===== src/sv/oaht_pkg.sv =====
package oaht_pkg;

	localparam int TIME_W     = 32;
	localparam int POWER_W    = 20;
	localparam int TEMP_W     = 8;
	localparam int SPAN_W     = 16;
	localparam int CFG_IDX_W  = 3;
	localparam int CFG_DATA_W = 20;

	// Configuration register indexes
	typedef enum logic [CFG_IDX_W-1:0] {
		REG_SUN_ON_TEMP    = 3'd0,
		REG_SUN_OFF_TEMP   = 3'd1,
		REG_DARK_ON_TEMP   = 3'd2,
		REG_DARK_OFF_TEMP  = 3'd3,
		REG_LIGHT_POWER_MW = 3'd4,
		REG_TUMBLE_TIME_S  = 3'd5,
		REG_ORBIT_PERIOD_S = 3'd6,
		REG_HEATUP_TIME_S  = 3'd7
	} reg_idx_t;

	// Temperatures are two's complement bit patterns
	typedef struct packed {
		logic [TEMP_W-1:0]  sun_on_temp;
		logic [TEMP_W-1:0]  sun_off_temp;
		logic [TEMP_W-1:0]  dark_on_temp;
		logic [TEMP_W-1:0]  dark_off_temp;
		logic [POWER_W-1:0] light_power_mw;
		logic [SPAN_W-1:0]  tumble_time_s;
		logic [SPAN_W-1:0]  orbit_period_s;
		logic [SPAN_W-1:0]  heatup_time_s;
	} cfg_t;

	localparam cfg_t CFG_RESET = '{
		sun_on_temp:    8'sd0,
		sun_off_temp:   8'sd5,
		dark_on_temp:   8'sd0,
		dark_off_temp:  8'sd5,
		light_power_mw: 20'd0,
		tumble_time_s:  16'd0,
		orbit_period_s: 16'd5400,
		heatup_time_s:  16'd0
	};

	typedef struct packed {
		logic [TIME_W-1:0]  now_s;
		logic [POWER_W-1:0] panel_power_mw;
		logic [TEMP_W-1:0]  temperature;
	} tick_t;

	typedef struct packed {
		logic              profile;
		logic              heater;
		logic [TIME_W-1:0] last_light;
		logic [TIME_W-1:0] first_light;
	} state_t;

	localparam state_t STATE_RESET = '{
		profile:     1'b0,
		heater:      1'b0,
		last_light:  '0,
		first_light: '0
	};

endpackage


===== src/sv/oaht_if.sv =====
interface oaht_tick_if;
	import oaht_pkg::*;

	logic                     valid;
	logic                     ready;
	logic [TIME_W-1:0]        now_s;
	logic [POWER_W-1:0]       panel_power_mw;
	logic signed [TEMP_W-1:0] temperature;

	modport source(output valid, now_s, panel_power_mw, temperature, input ready);
	modport sink(input valid, now_s, panel_power_mw, temperature, output ready);
endinterface

interface oaht_result_if;
	logic valid;
	logic ready;
	logic heater_drive;
	logic sunshine_profile;

	modport source(output valid, heater_drive, sunshine_profile, input ready);
	modport sink(input valid, heater_drive, sunshine_profile, output ready);
endinterface


===== src/sv/oaht_step.sv =====
module oaht_step (
	input  oaht_pkg::cfg_t   cfg,
	input  oaht_pkg::state_t cur,
	input  oaht_pkg::tick_t  tick,
	output oaht_pkg::state_t nxt
);
	import oaht_pkg::*;

	logic              lit;
	logic [TIME_W-1:0] gap;
	logic              dark;
	logic              new_orbit;
	logic              profile_mid;
	logic [TIME_W-1:0] first_mid;
	logic              refresh;
	logic              still_dark;
	logic [SPAN_W-1:0] delay;
	logic [TIME_W-1:0] since_first;
	logic signed [TEMP_W-1:0] temp;
	logic signed [TEMP_W-1:0] on_t;
	logic signed [TEMP_W-1:0] off_t;

	always_comb begin
		lit         = tick.panel_power_mw > cfg.light_power_mw;
		gap         = tick.now_s - cur.last_light;
		dark        = gap > {{(TIME_W-SPAN_W){1'b0}}, cfg.tumble_time_s};
		new_orbit   = lit && dark;
		profile_mid = new_orbit || cur.profile;
		first_mid   = new_orbit ? tick.now_s : cur.first_light;
		// a refresh zeroes the gap, so the darkness test can only pass without one
		refresh     = lit && profile_mid;
		still_dark  = !refresh && dark;
		delay       = (cfg.heatup_time_s > cfg.orbit_period_s) ? '0
			: cfg.orbit_period_s - cfg.heatup_time_s;
		since_first = tick.now_s - first_mid;

		nxt.first_light = first_mid;
		nxt.last_light  = refresh ? tick.now_s : cur.last_light;
		nxt.profile     = still_dark ? (since_first > {{(TIME_W-SPAN_W){1'b0}}, delay})
			: profile_mid;

		temp  = $signed(tick.temperature);
		on_t  = nxt.profile ? $signed(cfg.sun_on_temp) : $signed(cfg.dark_on_temp);
		off_t = nxt.profile ? $signed(cfg.sun_off_temp) : $signed(cfg.dark_off_temp);
		// on test first: crossed thresholds turn the heater on
		if (temp < on_t) begin
			nxt.heater = 1'b1;
		end else if (temp > off_t) begin
			nxt.heater = 1'b0;
		end else begin
			nxt.heater = cur.heater;
		end
	end
endmodule


===== src/sv/orbit_aware_heater_thermostat_unit.sv =====
// Orbit-aware heater thermostat. Each tick transfer carries the time in seconds, the panel
// power and the heater temperature; each yields exactly one result transfer with the heater
// switch and the active profile (1 sunshine, 0 eclipse) after that tick. A tick is taken
// into an input register; the profile update plus hysteresis run combinationally from there
// into the state and result registers, so the block sustains one tick per clock while results
// are taken; the state update loop (two 32-bit subtracts and compares) is what sets that rate.
// The tick side keeps accepting while a finished result waits, and stalls only when both the
// input and result registers are full. Configuration is written
// through cfg_we/cfg_index/cfg_data with the block idle; registers 0-3 take cfg_data[7:0] as
// signed degrees C, register 4 takes cfg_data[19:0], registers 5-7 take cfg_data[15:0].
// Time differences wrap modulo 2^32.
module orbit_aware_heater_thermostat_unit (
	input  logic                                clk,
	input  logic                                arst_n,
	input  logic                                cfg_we,
	input  logic [oaht_pkg::CFG_IDX_W-1:0]      cfg_index,
	input  logic [oaht_pkg::CFG_DATA_W-1:0]     cfg_data,
	oaht_tick_if.sink                           tick,
	oaht_result_if.source                       result
);
	import oaht_pkg::*;

	cfg_t   cfg_q;
	state_t state_q;
	state_t state_nxt;
	tick_t  tick_s1;
	logic   valid_s1;
	logic   out_valid_q;
	logic   advance;

	// Configuration registers
	always_ff @(posedge clk or negedge arst_n) begin
		if (!arst_n) begin
			cfg_q <= CFG_RESET;
		end else if (cfg_we) begin
			case (reg_idx_t'(cfg_index))
				REG_SUN_ON_TEMP:    cfg_q.sun_on_temp    <= cfg_data[TEMP_W-1:0];
				REG_SUN_OFF_TEMP:   cfg_q.sun_off_temp   <= cfg_data[TEMP_W-1:0];
				REG_DARK_ON_TEMP:   cfg_q.dark_on_temp   <= cfg_data[TEMP_W-1:0];
				REG_DARK_OFF_TEMP:  cfg_q.dark_off_temp  <= cfg_data[TEMP_W-1:0];
				REG_LIGHT_POWER_MW: cfg_q.light_power_mw <= cfg_data[POWER_W-1:0];
				REG_TUMBLE_TIME_S:  cfg_q.tumble_time_s  <= cfg_data[SPAN_W-1:0];
				REG_ORBIT_PERIOD_S: cfg_q.orbit_period_s <= cfg_data[SPAN_W-1:0];
				REG_HEATUP_TIME_S:  cfg_q.heatup_time_s  <= cfg_data[SPAN_W-1:0];
				default: ;
			endcase
		end
	end

	// Stage 1 moves on whenever the result register is empty or being drained
	assign advance    = valid_s1 && (!out_valid_q || result.ready);
	assign tick.ready = !valid_s1 || advance;

	always_ff @(posedge clk or negedge arst_n) begin
		if (!arst_n) begin
			valid_s1 <= 1'b0;
		end else if (tick.ready) begin
			valid_s1 <= tick.valid;
		end
	end

	// Input payload register, no reset needed
	always_ff @(posedge clk) begin
		if (tick.valid && tick.ready) begin
			tick_s1.now_s          <= tick.now_s;
			tick_s1.panel_power_mw <= tick.panel_power_mw;
			tick_s1.temperature    <= tick.temperature;
		end
	end

	oaht_step u_step (
		.cfg  (cfg_q),
		.cur  (state_q),
		.tick (tick_s1),
		.nxt  (state_nxt)
	);

	// State doubles as result payload: it always holds the outcome of the
	// last tick that moved into the result register.
	always_ff @(posedge clk or negedge arst_n) begin
		if (!arst_n) begin
			state_q     <= STATE_RESET;
			out_valid_q <= 1'b0;
		end else if (advance) begin
			state_q     <= state_nxt;
			out_valid_q <= 1'b1;
		end else if (result.ready) begin
			out_valid_q <= 1'b0;
		end
	end

	assign result.valid            = out_valid_q;
	assign result.heater_drive     = state_q.heater;
	assign result.sunshine_profile = state_q.profile;
endmodule


===== src/flat_wrapper.sv =====
// flat-port wrapper written by rule: the top's interface ports become plain ports
module orbit_aware_heater_thermostat_unit_flat import oaht_pkg::*;
  (clk, arst_n, cfg_we, cfg_index, cfg_data, tick_valid, tick_now_s, tick_panel_power_mw, tick_temperature, tick_ready, result_valid, result_heater_drive, result_sunshine_profile, result_ready);
  oaht_tick_if tick_i ();
  oaht_result_if result_i ();
  input  logic clk;
  input  logic arst_n;
  input  logic cfg_we;
  input  logic [oaht_pkg::CFG_IDX_W-1:0] cfg_index;
  input  logic [oaht_pkg::CFG_DATA_W-1:0] cfg_data;
  input wire logic [$bits(tick_i.valid)-1:0] tick_valid;
  input wire logic [$bits(tick_i.now_s)-1:0] tick_now_s;
  input wire logic [$bits(tick_i.panel_power_mw)-1:0] tick_panel_power_mw;
  input wire logic [$bits(tick_i.temperature)-1:0] tick_temperature;
  output wire logic [$bits(tick_i.ready)-1:0] tick_ready;
  output wire logic [$bits(result_i.valid)-1:0] result_valid;
  output wire logic [$bits(result_i.heater_drive)-1:0] result_heater_drive;
  output wire logic [$bits(result_i.sunshine_profile)-1:0] result_sunshine_profile;
  input wire logic [$bits(result_i.ready)-1:0] result_ready;
  assign tick_i.valid = tick_valid;
  assign tick_i.now_s = tick_now_s;
  assign tick_i.panel_power_mw = tick_panel_power_mw;
  assign tick_i.temperature = tick_temperature;
  assign tick_ready = tick_i.ready;
  assign result_valid = result_i.valid;
  assign result_heater_drive = result_i.heater_drive;
  assign result_sunshine_profile = result_i.sunshine_profile;
  assign result_i.ready = result_ready;
  orbit_aware_heater_thermostat_unit u_core (.clk(clk), .arst_n(arst_n), .cfg_we(cfg_we), .cfg_index(cfg_index), .cfg_data(cfg_data), .tick(tick_i), .result(result_i));
endmodule

===== config.mk =====
export PLATFORM = sky130hd
export DESIGN_NAME = orbit_aware_heater_thermostat_unit_flat
export DESIGN_NICKNAME = d
export VERILOG_FILES = /design/src/sv/oaht_pkg.sv /design/src/sv/oaht_if.sv /design/src/sv/oaht_step.sv /design/src/sv/orbit_aware_heater_thermostat_unit.sv /design/src/flat_wrapper.sv
export SDC_FILE = /design/constraint.sdc
export NUM_CORES = 1
export LEC_CHECK = 0
export ABC_AREA = 0
export BUFFER_PORTS_ARGS = -buffer_cell sky130_fd_sc_hd__buf_2
export CORE_MARGIN = 2
export CORE_UTILIZATION = 43
export CTS_CLUSTER_DIAMETER = 40
export CTS_CLUSTER_SIZE = 24
export DETAILED_ROUTE_END_ITERATION = 10
export PLACE_DENSITY = 0.69
export SETUP_SLACK_MARGIN = 0.3
export SYNTH_ARGS = -nofsm -noshare
export SYNTH_HDL_FRONTEND = slang
export SYNTH_SLANG_ARGS = --single-unit
export TNS_END_PERCENT = 30

===== constraint.sdc =====
create_clock -name clk -period 18.31 [get_ports clk]
set_input_delay 0.9155 -clock clk [delete_from_list [all_inputs] [get_ports clk]]
set_output_delay 0.9155 -clock clk [all_outputs]
set_load 0.02 [all_outputs]

==> impl_metrics.py, run 1 <==
metrics = {
    "setup_path": {
        "cp_data_required_time_ns": 18.71,
        "cp-end-kind": "flip-flop",
        "critPathMostFrequentCell": "ha_1",
        "cp_max_fo": 17,
        "critical_path_class": "flip-flop to flip-flop",
        "slowest_delay_ns": 0.46,
        "slowest_stage": "edfxtp_1",
        "crit_path_start_kind": "flip-flop",
        "cp.arrival_ns": 12.38,
    },
    "synth": {
        "synth-edff-count": 60,
        "synth_area_leaders": "dfrtp_1 (26%), edfxtp_1 (12%), ha_1 (12%), mux2_2 (11%), mux2i_1 (3.4%)",
        "synth_top_cell_area_share_pct": 25.8,
        "synthFlopType": "dfrtp_1",
        "synth-seq-area-share_pct": 39.1,
        "async_flop_share_pct": 73.7,
        "synth_warnings": 0,
        "synth_cells": 1504,
        "yosysTopAreaCell": "dfrtp_1",
        "synth_common_cells": "dfrtp_1 (159), mux2_2 (147), ha_1 (142), inv_1 (117), nand2_1 (108)",
        "syn_area_mm2": 0.0154,
        "synth-seq-cells": 228,
        "yosysMostFrequentCell": "dfrtp_1",
        "synth.distinct_cells": 89,
        "synth_fp_nets": 1737,
        "avgSynthCellArea_um2": 10.2,
    },
    "route": {
        "drtIter0Drc": 900,
        "totalWireLength_um": 41000,
        "postRouteAntennaNets": 0,
        "via_count": 12055,
        "drc": 0,
        "dr.pass1.iters": 5,
        "wl_per_cell_um": 19.6,
        "viasPerCell": 5.77,
    },
    "outcome": {
        "outcome": "finished clean",
    },
    "power": {
        "irDropWorstVdd_mv": 0.0950,
        "powerDensity_mw_per_mm2": 175,
        "p_leak_uw": 0.00788,
    },
    "global_route": {
        "antenna_found_initial": 0,
        "grt_util_all_layers_pct": 21.9,
        "grt_pass1_wl_um": 65800,
        "grt_pass1_vias": 12170,
        "grt.overflow.total": 0,
        "grt_max_degree": 65,
    },
    "min_path": {
        "holdCritPathClass": "primary input to asynchronous set/reset pin",
    },
    "placed_design": {
        "placedInstanceArea_mm2": 0.0163,
        "gp_congestion": 0.906,
        "place_ws_ns": 6.47,
        "port_buffers": 91,
        "hpwl_um": 30200,
    },
    "timing": {
        "timing.final.ws_setup_ns": 6.33,
        "tns_ns": 0,
        "fmax_mhz": 83.5,
        "rsz0062_at_grt": "no",
        "post-route-min-period_ns": 11.98,
        "maxSlewHeadroom_pct": 19.1,
        "finalCritPeriodShare_pct": 65.4,
        "setup_viol": 0,
        "tightest_slew_ns": 1.21,
        "hold_viol": 0,
        "finClkSkew_ns": 0.0224,
        "slew_viol_final": 0,
    },
    "run": {
        "max-cap-violations": 0,
    },
    "die": {
        "core_mm2": 0.0354,
        "start_util_pct": 43.5,
        "rows": 69,
        "ios": 92,
        "dieWidth_um": 193,
        "die_y_um": 193,
        "dieArea_mm2": 0.0373,
    },
    "layout": {
        "final_net_count": 1829,
        "area_delta_synth_final_pct": 15.1,
        "nFillCells": 3269,
        "n_antenna_cell": 0,
        "final_layout_size_suffix_gt1_share_pct": 21.5,
        "final_cell_area_mm2": 0.0177,
    },
    "clock_tree": {
        "worstSkewPairLatency_ns": 0.54,
        "post_cts_buffers": 0,
        "cts_resized": 0,
        "root_buffer": "clkbuf_16",
        "cts_buffers": 39,
        "clk_pin_slew_ns": 0.06,
        "htreeDepth": 2,
        "cts_sinks": 228,
        "cts_buffer_depth": 3,
        "cts_tree": "yes",
        "ctsHoldBuffers": 0,
    },
}
layer usage:
layer  share of wire (%)  GRT usage (%)  vias to the layer above
li1                    -              -                     5729
met1                  46           30.0                     5936
met2                  47           36.2                      313
met3                 4.6           3.24                       77
met4                 2.5           6.14                        0
met5                   0              0                        -
logic make-up (layout without fill, tap and decap cells):
family / count (synthesis) / in the layout / share of synthesized area, %
DFF: 228 / 228 / 39.1
AOI/OAI and AO/OA: 369 / 369 / 16.0
xor gates and xnor gates: 47 / 47 / 2.67
buffers and inverters: 165 / 288 / 4.27
adders and majority gates: 147 / 147 / 12.1
muxes: 202 / 202 / 14.4
and+or+nand+nor: 346 / 346 / 11.6
cell usage in the layout (no fill, tap or decap), types with 25 or more instances in the layout:
master and count:
inv_1 117, dfrtp_1 159, a21o_1 53, o21ai_0 66
mux2_2 147, clkbuf_16 40, nand2_1 108, nand4_1 34
buf_2 90, nor2_1 62, o21a_1 25, xnor2_1 29
ha_1 142, mux2i_1 53, a21oi_1 100, edfxtp_1 60
sequential cells by signal, summed over array words and instances, names as in the netlist:
signal                          cells
u_core.cfg_q                      100
u_core.result.heater_drive          1
u_core.result.sunshine_profile      1
u_core.result.valid                 1
u_core.state_q                     64
u_core.tick_s1                     60
u_core.valid_s1                     1
worst max-delay path, delay by kind of cell (launching register included):
family	cells	cell delay, ns
buffers and inverters	2	0.55
DFF	1	0.46
adders and majority gates	5	1.48
muxes	2	0.69
and+or+nand+nor	16	2.94
AOI/OAI and AO/OA	27	5.40
xor gates and xnor gates	2	0.31
through the flow:
stage               hold WS (ns)  utilization [%]  instances  power [µW]
floorplan                  0.450                -       1504        1900
global placement           0.467             46.1       2016        2250
detailed placement         0.478             46.1       2016        2280
CTS                        0.336             50.1       2088        3100
global route               0.361             50.1       2088        3330
finish                     0.318             50.1       2088        3100
cell type report:
class / instances / area [µm²] / share of cell area (%)
clock buffers: 44 / 1030 / 5.79
clock inverters: 28 / 390 / 2.20
inverters: 117 / 439 / 2.48
multi-input cells: 1111 / 8750 / 49.4
flip-flops and latches: 228 / 6020 / 34.0
well taps: 461 / 577 / 3.25
repair buffers: 99 / 522 / 2.94
power by group:
group	switching [µW]	internal, µW
Clock	285	502
Sequential	76.9	659
Combinational	907	668
path summary, 6_finish.rpt:
check | start | to | slack, ns | cells after the start
setup / recovery | u_core.tick_s1[32] | u_core.result.heater_drive | 6.33 | 54
min in group clk | u_core.state_q[32] | u_core.state_q[32] | 0.50 | 2
hold / removal | arst_n | u_core.state_q[41] | 0.32 | 1
setup reg to reg | u_core.tick_s1[32] | u_core.result.heater_drive | 6.33 | 54
max in group asynchronous | arst_n | u_core.result.sunshine_profile | 16.04 | 3
hold reg to reg | u_core.state_q[32] | u_core.state_q[32] | 0.50 | 2
Power figures use the tool's default switching activity.
==> run 2, diff against run 1 <==
- clock period: 18.31 -> 11.65 ns (I/O delays scaled with it)
==> run 2 against run 1 <==
Against the previous run:
- clock-buffer cell count is 1 higher
- sequential share of layout area is 0.64 points lower
- design area is 1.9% higher
- worst setup slack worse by 5.3 ns
- first-iteration DRC count is 7.9% lower
- via count hardly changed
- non-clock buffer count is 18 higher
- sequential cell count stayed put
==> impl_metrics.py, run 2 (same netlist as run 1, synthesis figures left out) <==
metrics = {
    "route": {
        "wl_per_cell_um": 19.3,
        "dr.pass1.iters": 5,
        "drtIter0Drc": 829,
        "postRouteAntennaNets": 0,
        "via_count": 12052,
        "viasPerCell": 5.72,
        "totalWireLength_um": 40600,
        "drc": 0,
    },
    "global_route": {
        "antenna_found_initial": 0,
        "grt_pass1_wl_um": 65200,
        "grt_max_degree": 104,
        "grt_pass1_vias": 12094,
        "grt_util_all_layers_pct": 21.7,
        "grt.overflow.total": 0,
    },
    "layout": {
        "area_delta_synth_final_pct": 17.3,
        "final_cell_area_mm2": 0.0181,
        "top_regs": "u_core.cfg_q: 100 flops, u_core.state_q: 64 flops, u_core.tick_s1: 60 flops",
        "final_cells": 2106,
        "layout_common_cells": "dfrtp_1 (159), mux2_2 (146), ha_1 (134)",
        "finish.utilization_pct": 51.0,
        "top_register": "u_core.cfg_q",
        "final_layout_size_suffix_gt1_share_pct": 24.9,
        "n_antenna_cell": 0,
        "final_common_cell": "dfrtp_1",
        "largest_register_ffs": 100,
        "nFillCells": 3224,
        "final_net_count": 1847,
    },
    "setup_path": {
        "slowest_delay_ns": 0.51,
        "cp_data_required_time_ns": 12.06,
        "crit_path_start_kind": "flip-flop",
        "rrSetupSlack_ns": 1.01,
        "r2r_start": "u_core.tick_s1[29]",
        "critPathMostFrequentCell": "ha_1",
        "r2r-end": "u_core.result.heater_drive",
        "cp-end-kind": "flip-flop",
        "cp_max_fo": 8,
        "rr_worst_depth": 54,
        "critical_path_class": "flip-flop to flip-flop",
        "cp.arrival_ns": 11.05,
        "slowest_stage": "or4b_4",
    },
    "power": {
        "comb_power_share_pct": 52.6,
        "powerDensity_mw_per_mm2": 274,
        "irDropWorstVdd_mv": 0.125,
        "pwr-share-clk_pct": 24.0,
        "total_power_uw": 4940,
        "p_int_uw": 2920,
        "p_leak_uw": 0.00796,
        "p_switching_uw": 2030,
        "swShare_pct": 41.0,
        "power_frac_seq_pct": 23.4,
    },
    "outcome": {
        "outcome": "finished clean",
    },
    "die": {
        "rows": 69,
        "dieArea_mm2": 0.0373,
        "core_mm2": 0.0354,
        "ios": 92,
        "die_y_um": 193,
        "dieWidth_um": 193,
        "start_util_pct": 43.5,
    },
    "clock_tree": {
        "cts_tree": "yes",
        "cts_buffer_depth": 3,
        "htreeDepth": 2,
        "worstSkewPairLatency_ns": 0.56,
        "root_buffer": "clkbuf_16",
        "clk_pin_slew_ns": 0.06,
        "cts_buffers": 39,
        "cts_sinks": 228,
        "ctsHoldBuffers": 0,
    },
    "timing": {
        "fmax_mhz": 94.0,
        "maxSlewHeadroom_pct": 22.8,
        "tightest_slew_ns": 1.16,
        "finalCritPeriodShare_pct": 91.3,
        "hold_viol": 0,
        "post-route-min-period_ns": 10.64,
        "finClkSkew_ns": 0.0277,
        "setup_viol": 0,
        "tns_ns": 0,
        "rsz0062_at_grt": "no",
        "slew_viol_final": 0,
    },
    "run": {
        "max-cap-violations": 0,
    },
    "placed_design": {
        "hpwl_um": 30200,
        "dp.cells": 2018,
        "port_buffers": 91,
        "placedInstanceArea_mm2": 0.0163,
        "gp_congestion": 0.934,
    },
    "min_path": {
        "holdCritPathClass": "primary input to asynchronous set/reset pin",
    },
}
-- run 2: worst max path at each step --
stage / from / to / slack (ns) / cells after the start
finish: u_core.tick_s1[29] / u_core.result.heater_drive / 1.01 / 54
detailed placement: u_core.tick_s1[32] / u_core.result.heater_drive / 0.12 / 52
global placement: u_core.tick_s1[36] / u_core.result.heater_drive / 0.44 / 51
floorplan: u_core.tick_s1[38] / u_core.result.heater_drive / 0.90 / 54
CTS: u_core.tick_s1[32] / u_core.result.heater_drive / 0.34 / 52
global route: u_core.tick_s1[29] / u_core.result.heater_drive / 0.31 / 54
-- run 2: timing repair --
action,in CTS,in global routing
pin swaps,1,24
setup buffers,1,15
endpoints found under the setup margin,1,1
hold endpoints to repair,0,0
resized for setup,2,55
-- run 2: area by class of cell --
class | count | area [µm²] | area share, %
clock inverters | 27 | 355 | 1.97
clock buffers | 45 | 1010 | 5.58
flip-flops and latches | 228 | 6020 | 33.3
repair buffers | 117 | 657 | 3.64
inverters | 117 | 439 | 2.43
multi-input cells | 1111 | 9010 | 49.9
well taps | 461 | 577 | 3.19
-- run 2: per-layer routing --
metal  GRT usage [%]  vias to the layer above  share of wire (%)
met1            29.0                     5847                 44
met3            4.55                       67                6.6
met4            6.64                        0                2.5
met2            35.5                      359                 47
met5               0                        -                  0
li1                -                     5779                  -
-- run 2: critical path: cells and delay by family, from the launching register on --
family,cells,cell delay (ns)
compound gates,28,4.92
simple gates,16,2.69
fa+ha+maj,5,1.28
mux,2,0.59
flops,1,0.44
xor+xnor,2,0.37
buf+inv,1,0.19
-- run 2: through the flow --
stage | hold slack (ns) | worst slack (ns)
3_3_place_gp | 0.467 | 0.441
5_1_grt | 0.176 | 0.310
2_1_floorplan | 0.287 | 0.905
3_5_place_dp | 0.479 | 0.119
6_report | 0.175 | 1.01
4_1_cts | 0.174 | 0.337
-- run 2: power groups by stage --
stage          Clock, µW  Sequential, µW  Combinational [µW]
6_report            1190            1160                2600
5_1_grt             1250            1190                2870
4_1_cts             1210            1160                2440
3_5_place_dp           0            1170                2410
3_3_place_gp           0            1160                2370
2_1_floorplan          0            1130                1860
==> run 3, diff against run 2 <==
- CORE_UTILIZATION: 43 -> 62
- PLACE_DENSITY: 0.69 -> 0.9
==> run 3 against run 2 <==
Against the previous run:
- design area is 2.0% lower
- sequential cell count unchanged
- largest cell class unchanged
- die area shrank 30%
- critical endpoint unchanged
==> impl_metrics.py, run 3 (same netlist as run 1, synthesis figures left out) <==
metrics = {
    "outcome": {
        "outcome": "finished clean",
    },
    "clock_tree": {
        "cts_sinks": 228,
        "root_buffer": "clkbuf_16",
        "htreeDepth": 2,
        "worstSkewPairLatency_ns": 0.54,
        "clk_pin_slew_ns": 0.06,
        "ctsHoldBuffers": 0,
        "cts_buffers": 34,
        "cts_tree": "yes",
        "cts_buffer_depth": 3,
    },
    "setup_path": {
        "cp_max_fo": 9,
        "slowest_delay_ns": 0.53,
        "r2r_start": "u_core.tick_s1[38]",
        "cp-end-kind": "flip-flop",
        "cp.arrival_ns": 11.29,
        "cp-startpoint": "u_core.tick_s1[38]",
        "critical_path_class": "flip-flop to flip-flop",
        "crit_path_start_kind": "flip-flop",
        "slowest_stage": "or4b_4",
        "cp_data_required_time_ns": 12.04,
        "critPathMostFrequentCell": "a21o_1",
    },
    "power": {
        "powerDensity_mw_per_mm2": 275,
        "irDropWorstVdd_mv": 0.164,
        "total_power_uw": 4870,
        "p_leak_uw": 0.00791,
    },
    "placed_design": {
        "place_ws_ns": -0.130,
        "port_buffers": 91,
        "hpwl_um": 29600,
        "placedInstanceArea_mm2": 0.0162,
        "dp.cells": 1883,
        "gp_congestion": 0.940,
    },
    "layout": {
        "final_layout_size_suffix_gt1_share_pct": 24.6,
        "top_regs": "u_core.cfg_q: 100 flops, u_core.state_q: 64 flops, u_core.tick_s1: 60 flops",
        "final_cell_area_mm2": 0.0177,
        "final_cells": 1964,
        "largest_register_ffs": 100,
        "top_register": "u_core.cfg_q",
        "final_common_cell": "dfrtp_1",
        "area_delta_synth_final_pct": 14.9,
        "layout_common_cells": "dfrtp_1 (159), mux2_2 (147), ha_1 (136)",
        "final_net_count": 1847,
        "n_antenna_cell": 0,
    },
    "die": {
        "dieArea_mm2": 0.0261,
        "core_mm2": 0.0243,
        "ios": 92,
        "dieWidth_um": 162,
        "start_util_pct": 63.3,
        "rows": 57,
        "die_y_um": 162,
    },
    "global_route": {
        "grt_pass1_vias": 12808,
        "grt_max_degree": 110,
        "grt_util_all_layers_pct": 32.0,
        "grt.overflow.total": 0,
        "grt_pass1_wl_um": 66200,
        "antenna_found_initial": 0,
    },
    "route": {
        "drtIter0Drc": 1031,
        "viasPerCell": 6.42,
        "via_count": 12607,
        "wl_per_cell_um": 21.4,
        "postRouteAntennaNets": 0,
        "drc": 0,
        "dr.pass1.iters": 7,
        "totalWireLength_um": 42000,
    },
    "timing": {
        "post-route-min-period_ns": 10.89,
        "fmax_mhz": 91.8,
        "timing.final.ws_setup_ns": 0.756,
        "maxSlewHeadroom_pct": 22.2,
        "hold_viol": 0,
        "finalCritPeriodShare_pct": 93.5,
        "tightest_slew_ns": 1.16,
        "finClkSkew_ns": 0.0311,
        "setup_viol": 0,
        "rsz0062_at_grt": "no",
        "tns_ns": 0,
        "slew_viol_final": 0,
    },
    "run": {
        "max-cap-violations": 0,
    },
    "min_path": {
        "holdCritPathClass": "primary input to asynchronous set/reset pin",
    },
}
run 3: changes by cell type in the layout (fill, tap and decap cells not counted), sizes merged:
cell,before,now
clkbuf,45,38
buf,117,122
clkinvlp,6,1
inv,126,130
bufinv,5,2
clkinv,7,8
run 3: worst max-delay path, delay by kind of cell (launching register included):
family | cells | cell delay, ns
compound gates | 26 | 4.39
xor+xnor | 2 | 0.24
fa+ha+maj | 7 | 2.00
buf+inv | 4 | 0.54
flops | 1 | 0.52
mux | 2 | 0.41
simple gates | 14 | 2.65
run 3: path summary, 6_finish.rpt:
path                            cells after the start                    endpoint  slack, ns
min in group clk                                    1           u_core.tick_s1[9]       0.22
worst max register to register                     55  u_core.result.heater_drive       0.76
worst min-delay path                                1            u_core.cfg_q[65]       0.20
max in group asynchronous                           2          u_core.state_q[51]      10.02
worst min register to register                      1          u_core.state_q[51]       0.50
worst max-delay path                               55  u_core.result.heater_drive       0.76
run 3: repair_timing:
item / in CTS / in global routing
buffers inserted: 7 / 12
resized for setup: 3 / 51
pin swaps: 4 / 22
cloned: 0 / 0
setup endpoints to repair: 1 / 1
run 3: power breakdown:
group          total, µW  switching (µW)  internal, µW  leakage, µW
logic               2650            1510          1140      0.00476
clock network       1050             419           634     0.000586
registers           1170             133          1040      0.00257
run 3: per-stage QoR:
| stage | hold WS, ns | util (%) |
|---|---|---|
| floorplan | 0.287 | - |
| global placement | 0.469 | 66.4 |
| detailed placement | 0.490 | 66.4 |
| CTS | 0.214 | 71.5 |
| global route | 0.214 | 72.8 |
| finish | 0.203 | 72.8 |
run 3: area by class of cell:
cell class / count / area (µm²)
Sequential cell: 228 / 6020
Timing Repair Buffer: 122 / 702
Fill cell: 1607 / 6620
Clock inverter: 24 / 256
Inverter: 117 / 439
Tap cell: 324 / 405
Multi-Input combinational cell: 1111 / 8960
Clock buffer: 38 / 918
run 3: routing by layer:
layer	vias up	routed length [µm]	GRT usage [%]
met2	576	20500	54.8
met5	-	0	0
li1	5780	-	-
met4	0	1660	12.7
met1	6109	16600	40.3
met3	142	3320	5.86
